File: src/sv/pdec_pkg.sv
// ----------------------------------------------------------------------------
// pdec_pkg: shared types and constants of the percent decoder
// Word formats, configuration register indexes, escape state codes and the
// small character helpers that the decoder uses.
// ----------------------------------------------------------------------------
package pdec_pkg;

	typedef struct packed {
		logic [7:0] in_byte;
		logic       in_last;
	} raw_word_t;

	typedef struct packed {
		logic [7:0] out_byte;
		logic       has_byte;
		logic       out_last;
	} dec_word_t;

	localparam int CFG_DATA_W = 64;
	localparam int CFG_IDX_W  = 3;

	localparam logic [CFG_IDX_W-1:0] CFG_PLUS_TO_SPACE = 3'd0;
	localparam logic [CFG_IDX_W-1:0] CFG_KEEP_RESERVED = 3'd1;
	localparam logic [CFG_IDX_W-1:0] CFG_MASK_LOW      = 3'd2;
	localparam logic [CFG_IDX_W-1:0] CFG_MASK_HIGH     = 3'd3;
	localparam logic [CFG_IDX_W-1:0] CFG_DROP_CONTROLS = 3'd4;

	typedef struct packed {
		logic        plus_to_space;
		logic        keep_reserved;
		logic [63:0] mask_low;
		logic [63:0] mask_high;
		logic        drop_controls;
	} cfg_t;

	localparam logic [7:0] CH_NUL   = 8'h00;
	localparam logic [7:0] CH_LF    = 8'h0A;
	localparam logic [7:0] CH_CR    = 8'h0D;
	localparam logic [7:0] CH_SPACE = 8'h20;
	localparam logic [7:0] CH_PCT   = 8'h25;
	localparam logic [7:0] CH_PLUS  = 8'h2B;

	typedef enum logic [1:0] {
		PEND_IDLE  = 2'd0,
		PEND_PCT   = 2'd1,
		PEND_DIGIT = 2'd2
	} pend_t;

	// Up to three result words produced by one raw word.
	localparam int GRP_N = 3;

	typedef struct packed {
		logic [GRP_N-1:0][7:0] bytes;
		logic [1:0]            count;
		logic                  has_byte;
		logic                  last;
	} grp_t;

	function automatic logic is_hex(input logic [7:0] b);
		return (b inside {[8'h30:8'h39], [8'h41:8'h46], [8'h61:8'h66]});
	endfunction

	function automatic logic [3:0] hex_val(input logic [7:0] b);
		logic [7:0] v;
		if (b inside {[8'h30:8'h39]}) begin
			v = b - 8'h30;
		end else if (b inside {[8'h61:8'h66]}) begin
			v = b - 8'h57;
		end else begin
			v = b - 8'h37;
		end
		return v[3:0];
	endfunction

endpackage

File: src/sv/pdec_cfg.sv
// ----------------------------------------------------------------------------
// pdec_cfg: configuration registers
// Holds the mode bits and the reserved-character mask written over the
// plain write port. Indexes beyond the register list are ignored.
// ----------------------------------------------------------------------------
module pdec_cfg (
	input  logic                              clk,
	input  logic                              arst_n,
	input  logic                              cfg_we,
	input  logic [pdec_pkg::CFG_IDX_W-1:0]    cfg_index,
	input  logic [pdec_pkg::CFG_DATA_W-1:0]   cfg_data,
	output pdec_pkg::cfg_t                    cfg
);
	import pdec_pkg::*;

	cfg_t cfg_q;

	always_ff @(posedge clk or negedge arst_n) begin
		if (!arst_n) begin
			cfg_q.plus_to_space <= 1'b0;
			cfg_q.keep_reserved <= 1'b0;
			cfg_q.mask_low      <= '0;
			cfg_q.mask_high     <= '0;
			cfg_q.drop_controls <= 1'b1;
		end else if (cfg_we) begin
			case (cfg_index)
				CFG_PLUS_TO_SPACE: cfg_q.plus_to_space <= cfg_data[0];
				CFG_KEEP_RESERVED: cfg_q.keep_reserved <= cfg_data[0];
				CFG_MASK_LOW:      cfg_q.mask_low      <= cfg_data;
				CFG_MASK_HIGH:     cfg_q.mask_high     <= cfg_data;
				CFG_DROP_CONTROLS: cfg_q.drop_controls <= cfg_data[0];
				default: ;
			endcase
		end
	end

	assign cfg = cfg_q;

endmodule

File: src/sv/pdec_decode.sv
// ----------------------------------------------------------------------------
// pdec_decode: escape state and single-pass decode
// Turns one registered raw word into a group of up to three result words
// and advances the escape state when the group is handed on.
// ----------------------------------------------------------------------------
module pdec_decode (
	input  logic                 clk,
	input  logic                 arst_n,
	input  pdec_pkg::cfg_t       cfg,
	input  pdec_pkg::raw_word_t  word_s1,
	input  logic                 step,
	output pdec_pkg::grp_t       grp
);
	import pdec_pkg::*;

	pend_t      pend_q, pend_nx;
	logic [7:0] fd_q, fd_nx;

	logic [GRP_N-1:0][7:0] slot;
	logic [2:0]            cnt;
	logic                  has;
	logic                  idle;
	logic [7:0]            b;
	logic [7:0]            code;
	logic                  reserved;
	logic                  control;

	assign b    = word_s1.in_byte;
	assign code = {hex_val(fd_q), hex_val(b)};
	assign reserved = cfg.keep_reserved && !code[7] &&
		(code[6] ? cfg.mask_high[code[5:0]] : cfg.mask_low[code[5:0]]);
	assign control = cfg.drop_controls &&
		(code == CH_NUL || code == CH_LF || code == CH_CR);

	always_comb begin
		slot    = '0;
		cnt     = 3'd0;
		has     = 1'b1;
		idle    = 1'b0;
		pend_nx = pend_q;
		fd_nx   = fd_q;

		case (pend_q)
			PEND_PCT: begin
				if (is_hex(b)) begin
					fd_nx   = b;
					pend_nx = PEND_DIGIT;
				end else begin
					slot[cnt[1:0]] = CH_PCT;
					cnt = cnt + 3'd1;
					idle = 1'b1;
				end
			end
			PEND_DIGIT: begin
				pend_nx = PEND_IDLE;
				if (is_hex(b)) begin
					if (reserved) begin
						slot[0] = CH_PCT;
						slot[1] = fd_q;
						slot[2] = b;
						cnt = 3'd3;
					end else if (!control) begin
						slot[0] = code;
						cnt = 3'd1;
					end
				end else begin
					slot[0] = CH_PCT;
					slot[1] = fd_q;
					cnt = 3'd2;
					idle = 1'b1;
				end
			end
			default: idle = 1'b1;
		endcase

		// The byte that broke an escape is handled as if nothing were pending.
		if (idle) begin
			pend_nx = PEND_IDLE;
			if (b == CH_PCT) begin
				pend_nx = PEND_PCT;
			end else begin
				slot[cnt[1:0]] = (cfg.plus_to_space && b == CH_PLUS) ? CH_SPACE : b;
				cnt = cnt + 3'd1;
			end
		end

		// End of string: flush a pending escape raw.
		if (word_s1.in_last) begin
			if (pend_nx == PEND_PCT) begin
				slot[cnt[1:0]] = CH_PCT;
				cnt = cnt + 3'd1;
			end else if (pend_nx == PEND_DIGIT) begin
				slot[cnt[1:0]] = CH_PCT;
				cnt = cnt + 3'd1;
				slot[cnt[1:0]] = fd_nx;
				cnt = cnt + 3'd1;
			end
			pend_nx = PEND_IDLE;
			if (cnt == 3'd0) begin
				has = 1'b0;
				cnt = 3'd1;
			end
		end
	end

	assign grp.bytes    = slot;
	assign grp.count    = cnt[1:0];
	assign grp.has_byte = has;
	assign grp.last     = word_s1.in_last;

	always_ff @(posedge clk or negedge arst_n) begin
		if (!arst_n) begin
			pend_q <= PEND_IDLE;
			fd_q   <= '0;
		end else if (step) begin
			pend_q <= pend_nx;
			fd_q   <= fd_nx;
		end
	end

	a_pend_legal: assert property (@(posedge clk) disable iff (!arst_n)
		pend_q != 2'd3)
		else $error("escape state holds an unused code");

endmodule

File: src/sv/pdec_emit.sv
// ----------------------------------------------------------------------------
// pdec_emit: result group register and serializer
// Holds the group of result words for one raw word and hands them out one
// word per handshake. A new group may load as the final word leaves.
// ----------------------------------------------------------------------------
module pdec_emit (
	input  logic                 clk,
	input  logic                 arst_n,
	input  pdec_pkg::grp_t       grp,
	input  logic                 load,
	output logic                 free,
	output logic                 dec_valid,
	input  logic                 dec_stall,
	output pdec_pkg::dec_word_t  dec_word
);
	import pdec_pkg::*;

	grp_t       grp_q;
	logic       full_q;
	logic [1:0] idx_q;
	logic       take;
	logic       final_word;

	assign take       = full_q && !dec_stall;
	assign final_word = (idx_q == grp_q.count - 2'd1);
	assign free       = !full_q || (take && final_word);

	always_ff @(posedge clk or negedge arst_n) begin
		if (!arst_n) begin
			full_q <= 1'b0;
			idx_q  <= '0;
		end else if (free) begin
			full_q <= load && (grp.count != 2'd0);
			idx_q  <= '0;
		end else if (take) begin
			idx_q <= idx_q + 2'd1;
		end
	end

	always_ff @(posedge clk) begin
		if (free && load) begin
			grp_q <= grp;
		end
	end

	assign dec_valid         = full_q;
	assign dec_word.out_byte = grp_q.bytes[idx_q];
	assign dec_word.has_byte = grp_q.has_byte;
	assign dec_word.out_last = grp_q.last && final_word;

	a_count_nonzero: assert property (@(posedge clk) disable iff (!arst_n)
		full_q |-> grp_q.count != 2'd0)
		else $error("held group has no words");

	a_idx_in_range: assert property (@(posedge clk) disable iff (!arst_n)
		full_q |-> idx_q < grp_q.count)
		else $error("word index runs past the group");

	a_group_kept: assert property (@(posedge clk) disable iff (!arst_n)
		(take && !final_word) |=> full_q && idx_q == $past(idx_q) + 2'd1)
		else $error("group lost before its final word left");

endmodule

File: src/sv/percent_decoder_stream_core.sv
// ----------------------------------------------------------------------------
// percent_decoder_stream_core: streaming URL percent-escape decoder
// Raw words enter through an input register; a single pass of decode logic
// turns each into zero to three result words, held in a group register that
// drains one word per cycle while dec_stall is low. A raw word giving one
// result or none lets the block sustain one raw word per cycle while
// dec_stall is low; one giving two or three results holds the group register
// until they have all left, and the next raw word stalls while it drains.
// The user must write configuration only while idle; the block does not
// enforce it.
// ----------------------------------------------------------------------------
module percent_decoder_stream_core (
	input  logic                              clk,
	input  logic                              arst_n,
	input  logic                              cfg_we,
	input  logic [pdec_pkg::CFG_IDX_W-1:0]    cfg_index,
	input  logic [pdec_pkg::CFG_DATA_W-1:0]   cfg_data,
	input  logic                              raw_valid,
	output logic                              raw_stall,
	input  pdec_pkg::raw_word_t               raw_word,
	output logic                              dec_valid,
	input  logic                              dec_stall,
	output pdec_pkg::dec_word_t               dec_word
);
	import pdec_pkg::*;

	cfg_t      cfg;
	raw_word_t word_s1;
	logic      valid_s1;
	grp_t      grp;
	logic      free;
	logic      step;
	logic      accept;

	assign step      = valid_s1 && free;
	assign raw_stall = valid_s1 && !free;
	assign accept    = raw_valid && !raw_stall;

	always_ff @(posedge clk or negedge arst_n) begin
		if (!arst_n) begin
			valid_s1 <= 1'b0;
		end else if (accept) begin
			valid_s1 <= 1'b1;
		end else if (step) begin
			valid_s1 <= 1'b0;
		end
	end

	always_ff @(posedge clk) begin
		if (accept) begin
			word_s1 <= raw_word;
		end
	end

	pdec_cfg u_cfg (
		.clk       (clk),
		.arst_n    (arst_n),
		.cfg_we    (cfg_we),
		.cfg_index (cfg_index),
		.cfg_data  (cfg_data),
		.cfg       (cfg)
	);

	pdec_decode u_decode (
		.clk     (clk),
		.arst_n  (arst_n),
		.cfg     (cfg),
		.word_s1 (word_s1),
		.step    (step),
		.grp     (grp)
	);

	pdec_emit u_emit (
		.clk       (clk),
		.arst_n    (arst_n),
		.grp       (grp),
		.load      (step),
		.free      (free),
		.dec_valid (dec_valid),
		.dec_stall (dec_stall),
		.dec_word  (dec_word)
	);

endmodule
File: config.mk
export PLATFORM = sky130hd
export DESIGN_NAME = percent_decoder_stream_core
export DESIGN_NICKNAME = d
export VERILOG_FILES = /design/src/sv/pdec_pkg.sv /design/src/sv/pdec_cfg.sv /design/src/sv/pdec_decode.sv /design/src/sv/pdec_emit.sv /design/src/sv/percent_decoder_stream_core.sv
export SDC_FILE = /design/constraint.sdc
export NUM_CORES = 1
export LEC_CHECK = 0
export BUFFER_PORTS_ARGS = -buffer_cell sky130_fd_sc_hd__buf_4
export CORE_MARGIN = 3
export CORE_UTILIZATION = 55
export DETAILED_ROUTE_END_ITERATION = 10
export PLACE_DENSITY = 0.75
export REMOVE_ABC_BUFFERS = 1
export SLEW_MARGIN = 40
export SYNTH_ARGS = -nofsm -noshare
export SYNTH_HDL_FRONTEND = slang
export SYNTH_SLANG_ARGS = --single-unit
File: constraint.sdc
create_clock -name clk -period 14.51 [get_ports clk]
set_input_delay 1.451 -clock clk [delete_from_list [all_inputs] [get_ports clk]]
set_output_delay 1.451 -clock clk [all_outputs]
set_load 0.05 [all_outputs]
**Word-level counts from Yosys, hierarchy flattened**

Index checks and enable logic that the tools add are counted.

- Reduce and logical (&&, ||, !) cells: 41
- Order comparisons: 18
- $mul: 0
- Shift-type cells: 0
- Bitwise operators: 3
- Div/mod/pow operators: 0
- Add/subtract/negate cells: 11
- Mux-type cells: 59
- Equal/unequal tests: 13

Operator list:

| kind | number |
|---|---|
| 2-to-1 mux 24 bit | 5 |
| 2-to-1 mux 8 bit | 10 |
| bitwise mux 24 bit | 2 |
| demux 8 bit (select 2 bit) | 3 |
| 2-to-1 mux 16 bit | 3 |
| >= comparator 8 x 7 -> 1 bit (second input constant) | 3 |
| less-or-equal comparator 8 x 7 -> 1 bit (second input constant) | 3 |
| 2-to-1 mux 3 bit | 7 |
| logical AND 1 bit | 20 |
| binary-select mux 8 bit (select 2 bit) | 1 |
| equality test 8 x 4 -> 1 bit (second input constant) | 2 |
| equality test 8 x 6 -> 1 bit (second input constant) | 2 |
| >= comparator 8 x 6 -> 1 bit (second input constant) | 2 |
| less-or-equal comparator 8 x 6 -> 1 bit (second input constant) | 2 |
| 2-to-1 mux 4 bit | 4 |
| one-hot mux 8 bit (2 select lines) | 1 |
| subtractor 4 x 3 -> 4 bit (second input constant) | 4 |
| bitwise AND 15 bit | 1 |
| NOT 15 bit | 1 |
| 2-to-1 mux 2 bit | 7 |
| binary-select mux 1 bit (select 6 bit) | 2 |
| < comparator 2 x 3 -> 1 bit (second input constant) | 4 |
| 2-to-1 mux 1 bit | 11 |
| AND reduction 2 bit | 5 |
| other kinds (23) | 40 |

- Memories kept: 0
- Bits in latches: 0
- Word-level logic and storage cells: 163
- Output and inout port bits: 12
- Bits in read-only memories: 0
- RAM bits: 0
- Register bits after elaboration: 182
- Input port bits: 81

**Longest topological paths before layout**

- Depth in word-level cells: 25
- Depth in mapped cells: 27
- Mapped depth without buffers: 23

**By module**

From an unflattened synthesis, not the netlist that was laid out.

- Cell total of the unflattened synthesis: 879
- Area total of the unflattened synthesis: 10,403.7 sq um

By module, submodules not included:

| module | cells each | instances | sequential area each (sq um) | area an instance (sq um) |
|---|---|---|---|---|
| pdec_cfg | 281 | 1 | 3,279.4 | 5,236.3 |
| pdec_decode | 504 | 1 | 250.2 | 3,607.2 |
| pdec_emit | 79 | 1 | 915.9 | 1,226.2 |
| percent_decoder_stream_core | 15 | 1 | 295.3 | 334.1 |

**Worst setup path before layout**

Ideal clock, no wire load.

- Path kind: register -> register
- From: reg, netlist name word_s1[1]
- To: reg u_emit.full_q, in the netlist u_emit.dec_valid
- Cell stages (with the launch flop): 25
- Path slack: 8.833 ns
- Path buffers: 2
- Setup time: 0.124 ns
- Clock period less this slack: 5.677 ns
- Arrival: 5.553 ns
- Required time: 14.386 ns
- Cells stage by stage: edfxtp_1 > buf_2 > inv_1 > buf_2 > ha_1 > o21bai_2 > a21oi_2 > mux4_2 > o2111a_1 > a31o_1 > o22a_1 > o221ai_2 > nor2_2 > o21ba_2 > or2_2 > ha_1 > or3_1 > o21a_1 > ha_1 > a21oi_1 > o21ai_0 > o2111ai_1 > o2111ai_1 > o31a_1 > o31a_1

RTL lines:

| element | line | text |
|---|---|---|
| end signal, assigned | pdec_emit.sv:33 | `full_q <= load && (grp.count != 2'd0);` |
| end, declared | pdec_emit.sv:19 | `logic full_q;` |

==> impl_metrics.tcl <==
set metrics [dict create \
    gp_congestion 0.924 \
    reg2reg_slack_ns 7.36 \
    dr.pass1.iters 5 \
    yosys_register_bits 182 \
    synth.top_cells.by_area "dfrtp_1 (36%), mux2_2 (16%), edfxtp_1 (11%)" \
    synth_top_family_by_area "multiplexers" \
    yosys.area_share.simple_pct 12.0 \
    synth_top_cell_area_share_pct 35.7 \
    fmax_ghz 0.140 \
    synth_fa_ha_area_share_pct 2.48 \
    worstRegToRegCells 22 \
    syn_inst 881 \
    powerDensity_mw_per_mm2 155 \
    syn-cell-area_mm2 0.0101 \
    grt_use_total_pct 26.9 \
    grt_pass1_vias 7365 \
    period_share_pct 49.3 \
    crit_type "register to register" \
    avgSynthCellArea_um2 11.5 \
    cts_setup_buffers 0 \
    htreeDepth 4 \
    ir_worst_vdd_mv 0.156 \
    synthArstFlopShare_pct 79.7 \
    cts_made_buffers 17 \
    final_cell_mix "dfrtp_1 (144), mux2_2 (142), buf_4 (98)" \
    crit_top_cell "ha_1" \
    slew_headroom_pct 44.9 \
    muxShareOfSynthArea_pct 19.4 \
    die_w_um 142 \
    dieArea_mm2 0.0200 \
    rr_startpoint "word_s1[1]" \
    path_buf_inv 2 \
    synth_edf_count 37 \
    drive_gt1_share_pct 33.5 \
    routed-via-count 7641 \
    dp_hpwl_um 18900 \
    crit_path_max_incr_delay_ns 0.67 \
    clock-sinks 182 \
    outcome "finished, final reports clean" \
    finalWirelength_um 26400 \
    fin_crit_ns 7.15 \
    postCtsResizedCells 0 \
    worst_setup_hold_path_clk_slew_ns 0.08 \
    yosysUniqueCellTypes 94 \
    startpoint_type "register" \
    routed.top_layer "met4" \
    antenna_found_initial 0 \
    hp-class "register to register" \
    ys.warnings.count 0 \
    met3_length_um 1880 \
    worst_r2r_endpoint "u_emit.dec_valid" \
    setup_tns_ns 0 \
    wl_per_cell_um 22.3 \
    synth-compound-area-share_pct 14.8 \
    start_util_pct 57.2 \
    ant_nets 0 \
    slew_viol_final 0 \
    drc_errors 0 \
    cp-end-kind "register" \
    die_y_um 142 \
    wl_met1_um 11600 \
    row_count 48 \
    io_buffers 92 \
    routed_via_density 6.45 \
    hold_depth 1 \
    tightest_slew_ns 0.826 \
    cp_cell_sequence "buf_4 -> inv_1 -> ha_1 -> and2_1 -> a22o_1 -> nor2_2 -> a211oi_1 -> o221a_1 -> o41ai_1 -> o22ai_2 -> o21ai_2 -> nand2_1 -> ha_1 -> or3_1 -> o21a_1 -> ha_1 -> a21oi_1 -> o21ai_0 -> o2111ai_1 -> o2111ai_1 -> o31a_1 -> o31a_1" \
    final_common_cell "dfrtp_1" \
    hp-start "u_cfg.cfg[59]" \
    overflow 0 \
    ys.flop_type "dfrtp_1" \
    cts_tree "built" \
    power_leakage_nw 4.66 \
    arrival_ns 7.48 \
    fin_skew_ns 0.0127 \
    setup_slack_ns 7.36 \
    rsz0062_at_grt "false" \
    clk_latency_ns 0.44 \
    pin_count 93 \
    seq_area_frac_synth_pct 46.9 \
    layout.nets 1047 \
    hold_end "u_cfg.cfg[59]" \
    grt_pass1_wl_um 41800 \
    setup_viol 0 \
    max_cap_violations 0 \
    diodes 0 \
    root_buffer "clkbuf_16" \
    worstPathRequired_ns 14.84 \
    synth_xor_area_share_pct 0.706 \
    met2_length_um 12500 \
    grt_max_degree 90 \
    place_ws_ns 7.42 \
    hold_viol 0 \
    drt_iter0_markers 673 \
    cts_buffer_depth 2 \
    cp_max_fo 38 \
    hold_buffers 0 \
    worst_path_max_delay_cell "nor2_2" \
    syn_to_final_growth_pct 13.4 \
    yosys.area.top_type "dfrtp_1" \
    core_mm2 0.0177 \
    critPathTopFamily "compound AO/OA/AOI/OAI gates" \
]
[Yosys cell counts (all sizes together), types with 10 or more instances]
master and instances:
dfrtp 144, mux2 142, nand2 63, o21ai 51, nor2 44, edfxtp 37
nand3 35, buf 30, a21oi 26, clkbuf 25, mux2i 25, ha 20
o22ai 18, inv 17, a211oi 14, and4 11, nand2b 10, o221ai 10
[flip-flops by register name (all words and copies together), names as in the netlist]
register / count
u_emit.idx_q: 2
u_emit.grp_q: 27
u_decode.fd_q: 8
valid_s1: 1
word_s1: 9
u_emit.dec_valid: 1
u_decode.pend_q: 2
u_cfg.cfg: 131
u_emit.dec_word: 1
[layout make-up]
| class | count | area [um^2] |
|---|---|---|
| tap | 225 | 282 |
| clock buffer | 17 | 425 |
| inverter | 18 | 67.6 |
| fill | 1392 | 6210 |
| sequential | 182 | 4740 |
| multi-input combinational | 626 | 5020 |
| clock inverter | 15 | 145 |
| timing repair buffer | 101 | 772 |
[logic make-up after synthesis]
kind of cell	after synthesis
AND/OR/NAND/NOR	227
AO/OA/AOI/OAI	201
flip-flops	182
multiplexers	172
buffers and inverters	73
adder cells (fa/ha/maj)	20
XOR/XNOR	6
[worst max-delay path by stage]
stage | slack (ns) | start | cells after the start | end
2_1_floorplan | 7.59 | word_s1[1] | 21 | u_emit.dec_valid
3_3_place_gp | 7.52 | word_s1[1] | 22 | u_emit.dec_valid
3_5_place_dp | 7.42 | word_s1[1] | 22 | u_emit.dec_valid
4_1_cts | 7.41 | word_s1[1] | 22 | u_emit.dec_valid
5_1_grt | 6.87 | word_s1[1] | 22 | u_emit.grp_q[6]
6_report | 7.36 | word_s1[1] | 22 | u_emit.dec_valid
[metrics by stage]
stage / power (mW) / instance area [um^2] / util (%) / cells / hold slack (ns)
finish: 1.78 / 11400 / 64.8 / 1184 / 0.507
global route: 1.87 / 11400 / 64.8 / 1184 / 0.531
CTS: 1.78 / 11400 / 64.8 / 1184 / 0.509
detailed placement: 1.33 / 10900 / 61.6 / 1152 / 0.492
global placement: 1.32 / 10900 / 61.5 / 1152 / 0.485
floorplan: 1.13 / 9800 / - / 826 / 0.468
[metal layers]
layer	GRT usage, %	vias up
met5	0	-
met3	6.13	32
li1	-	3477
met2	41.6	322
met1	38.5	3810
met4	7.47	0
[where the power goes]
part           total (mW)  leakage, nW  switching (mW)  internal, mW
clock network       0.445        0.270           0.218         0.227
registers           0.738         2.10          0.0928         0.645
logic               0.596         2.29           0.350         0.245
(Power assumes the default switching activity.)
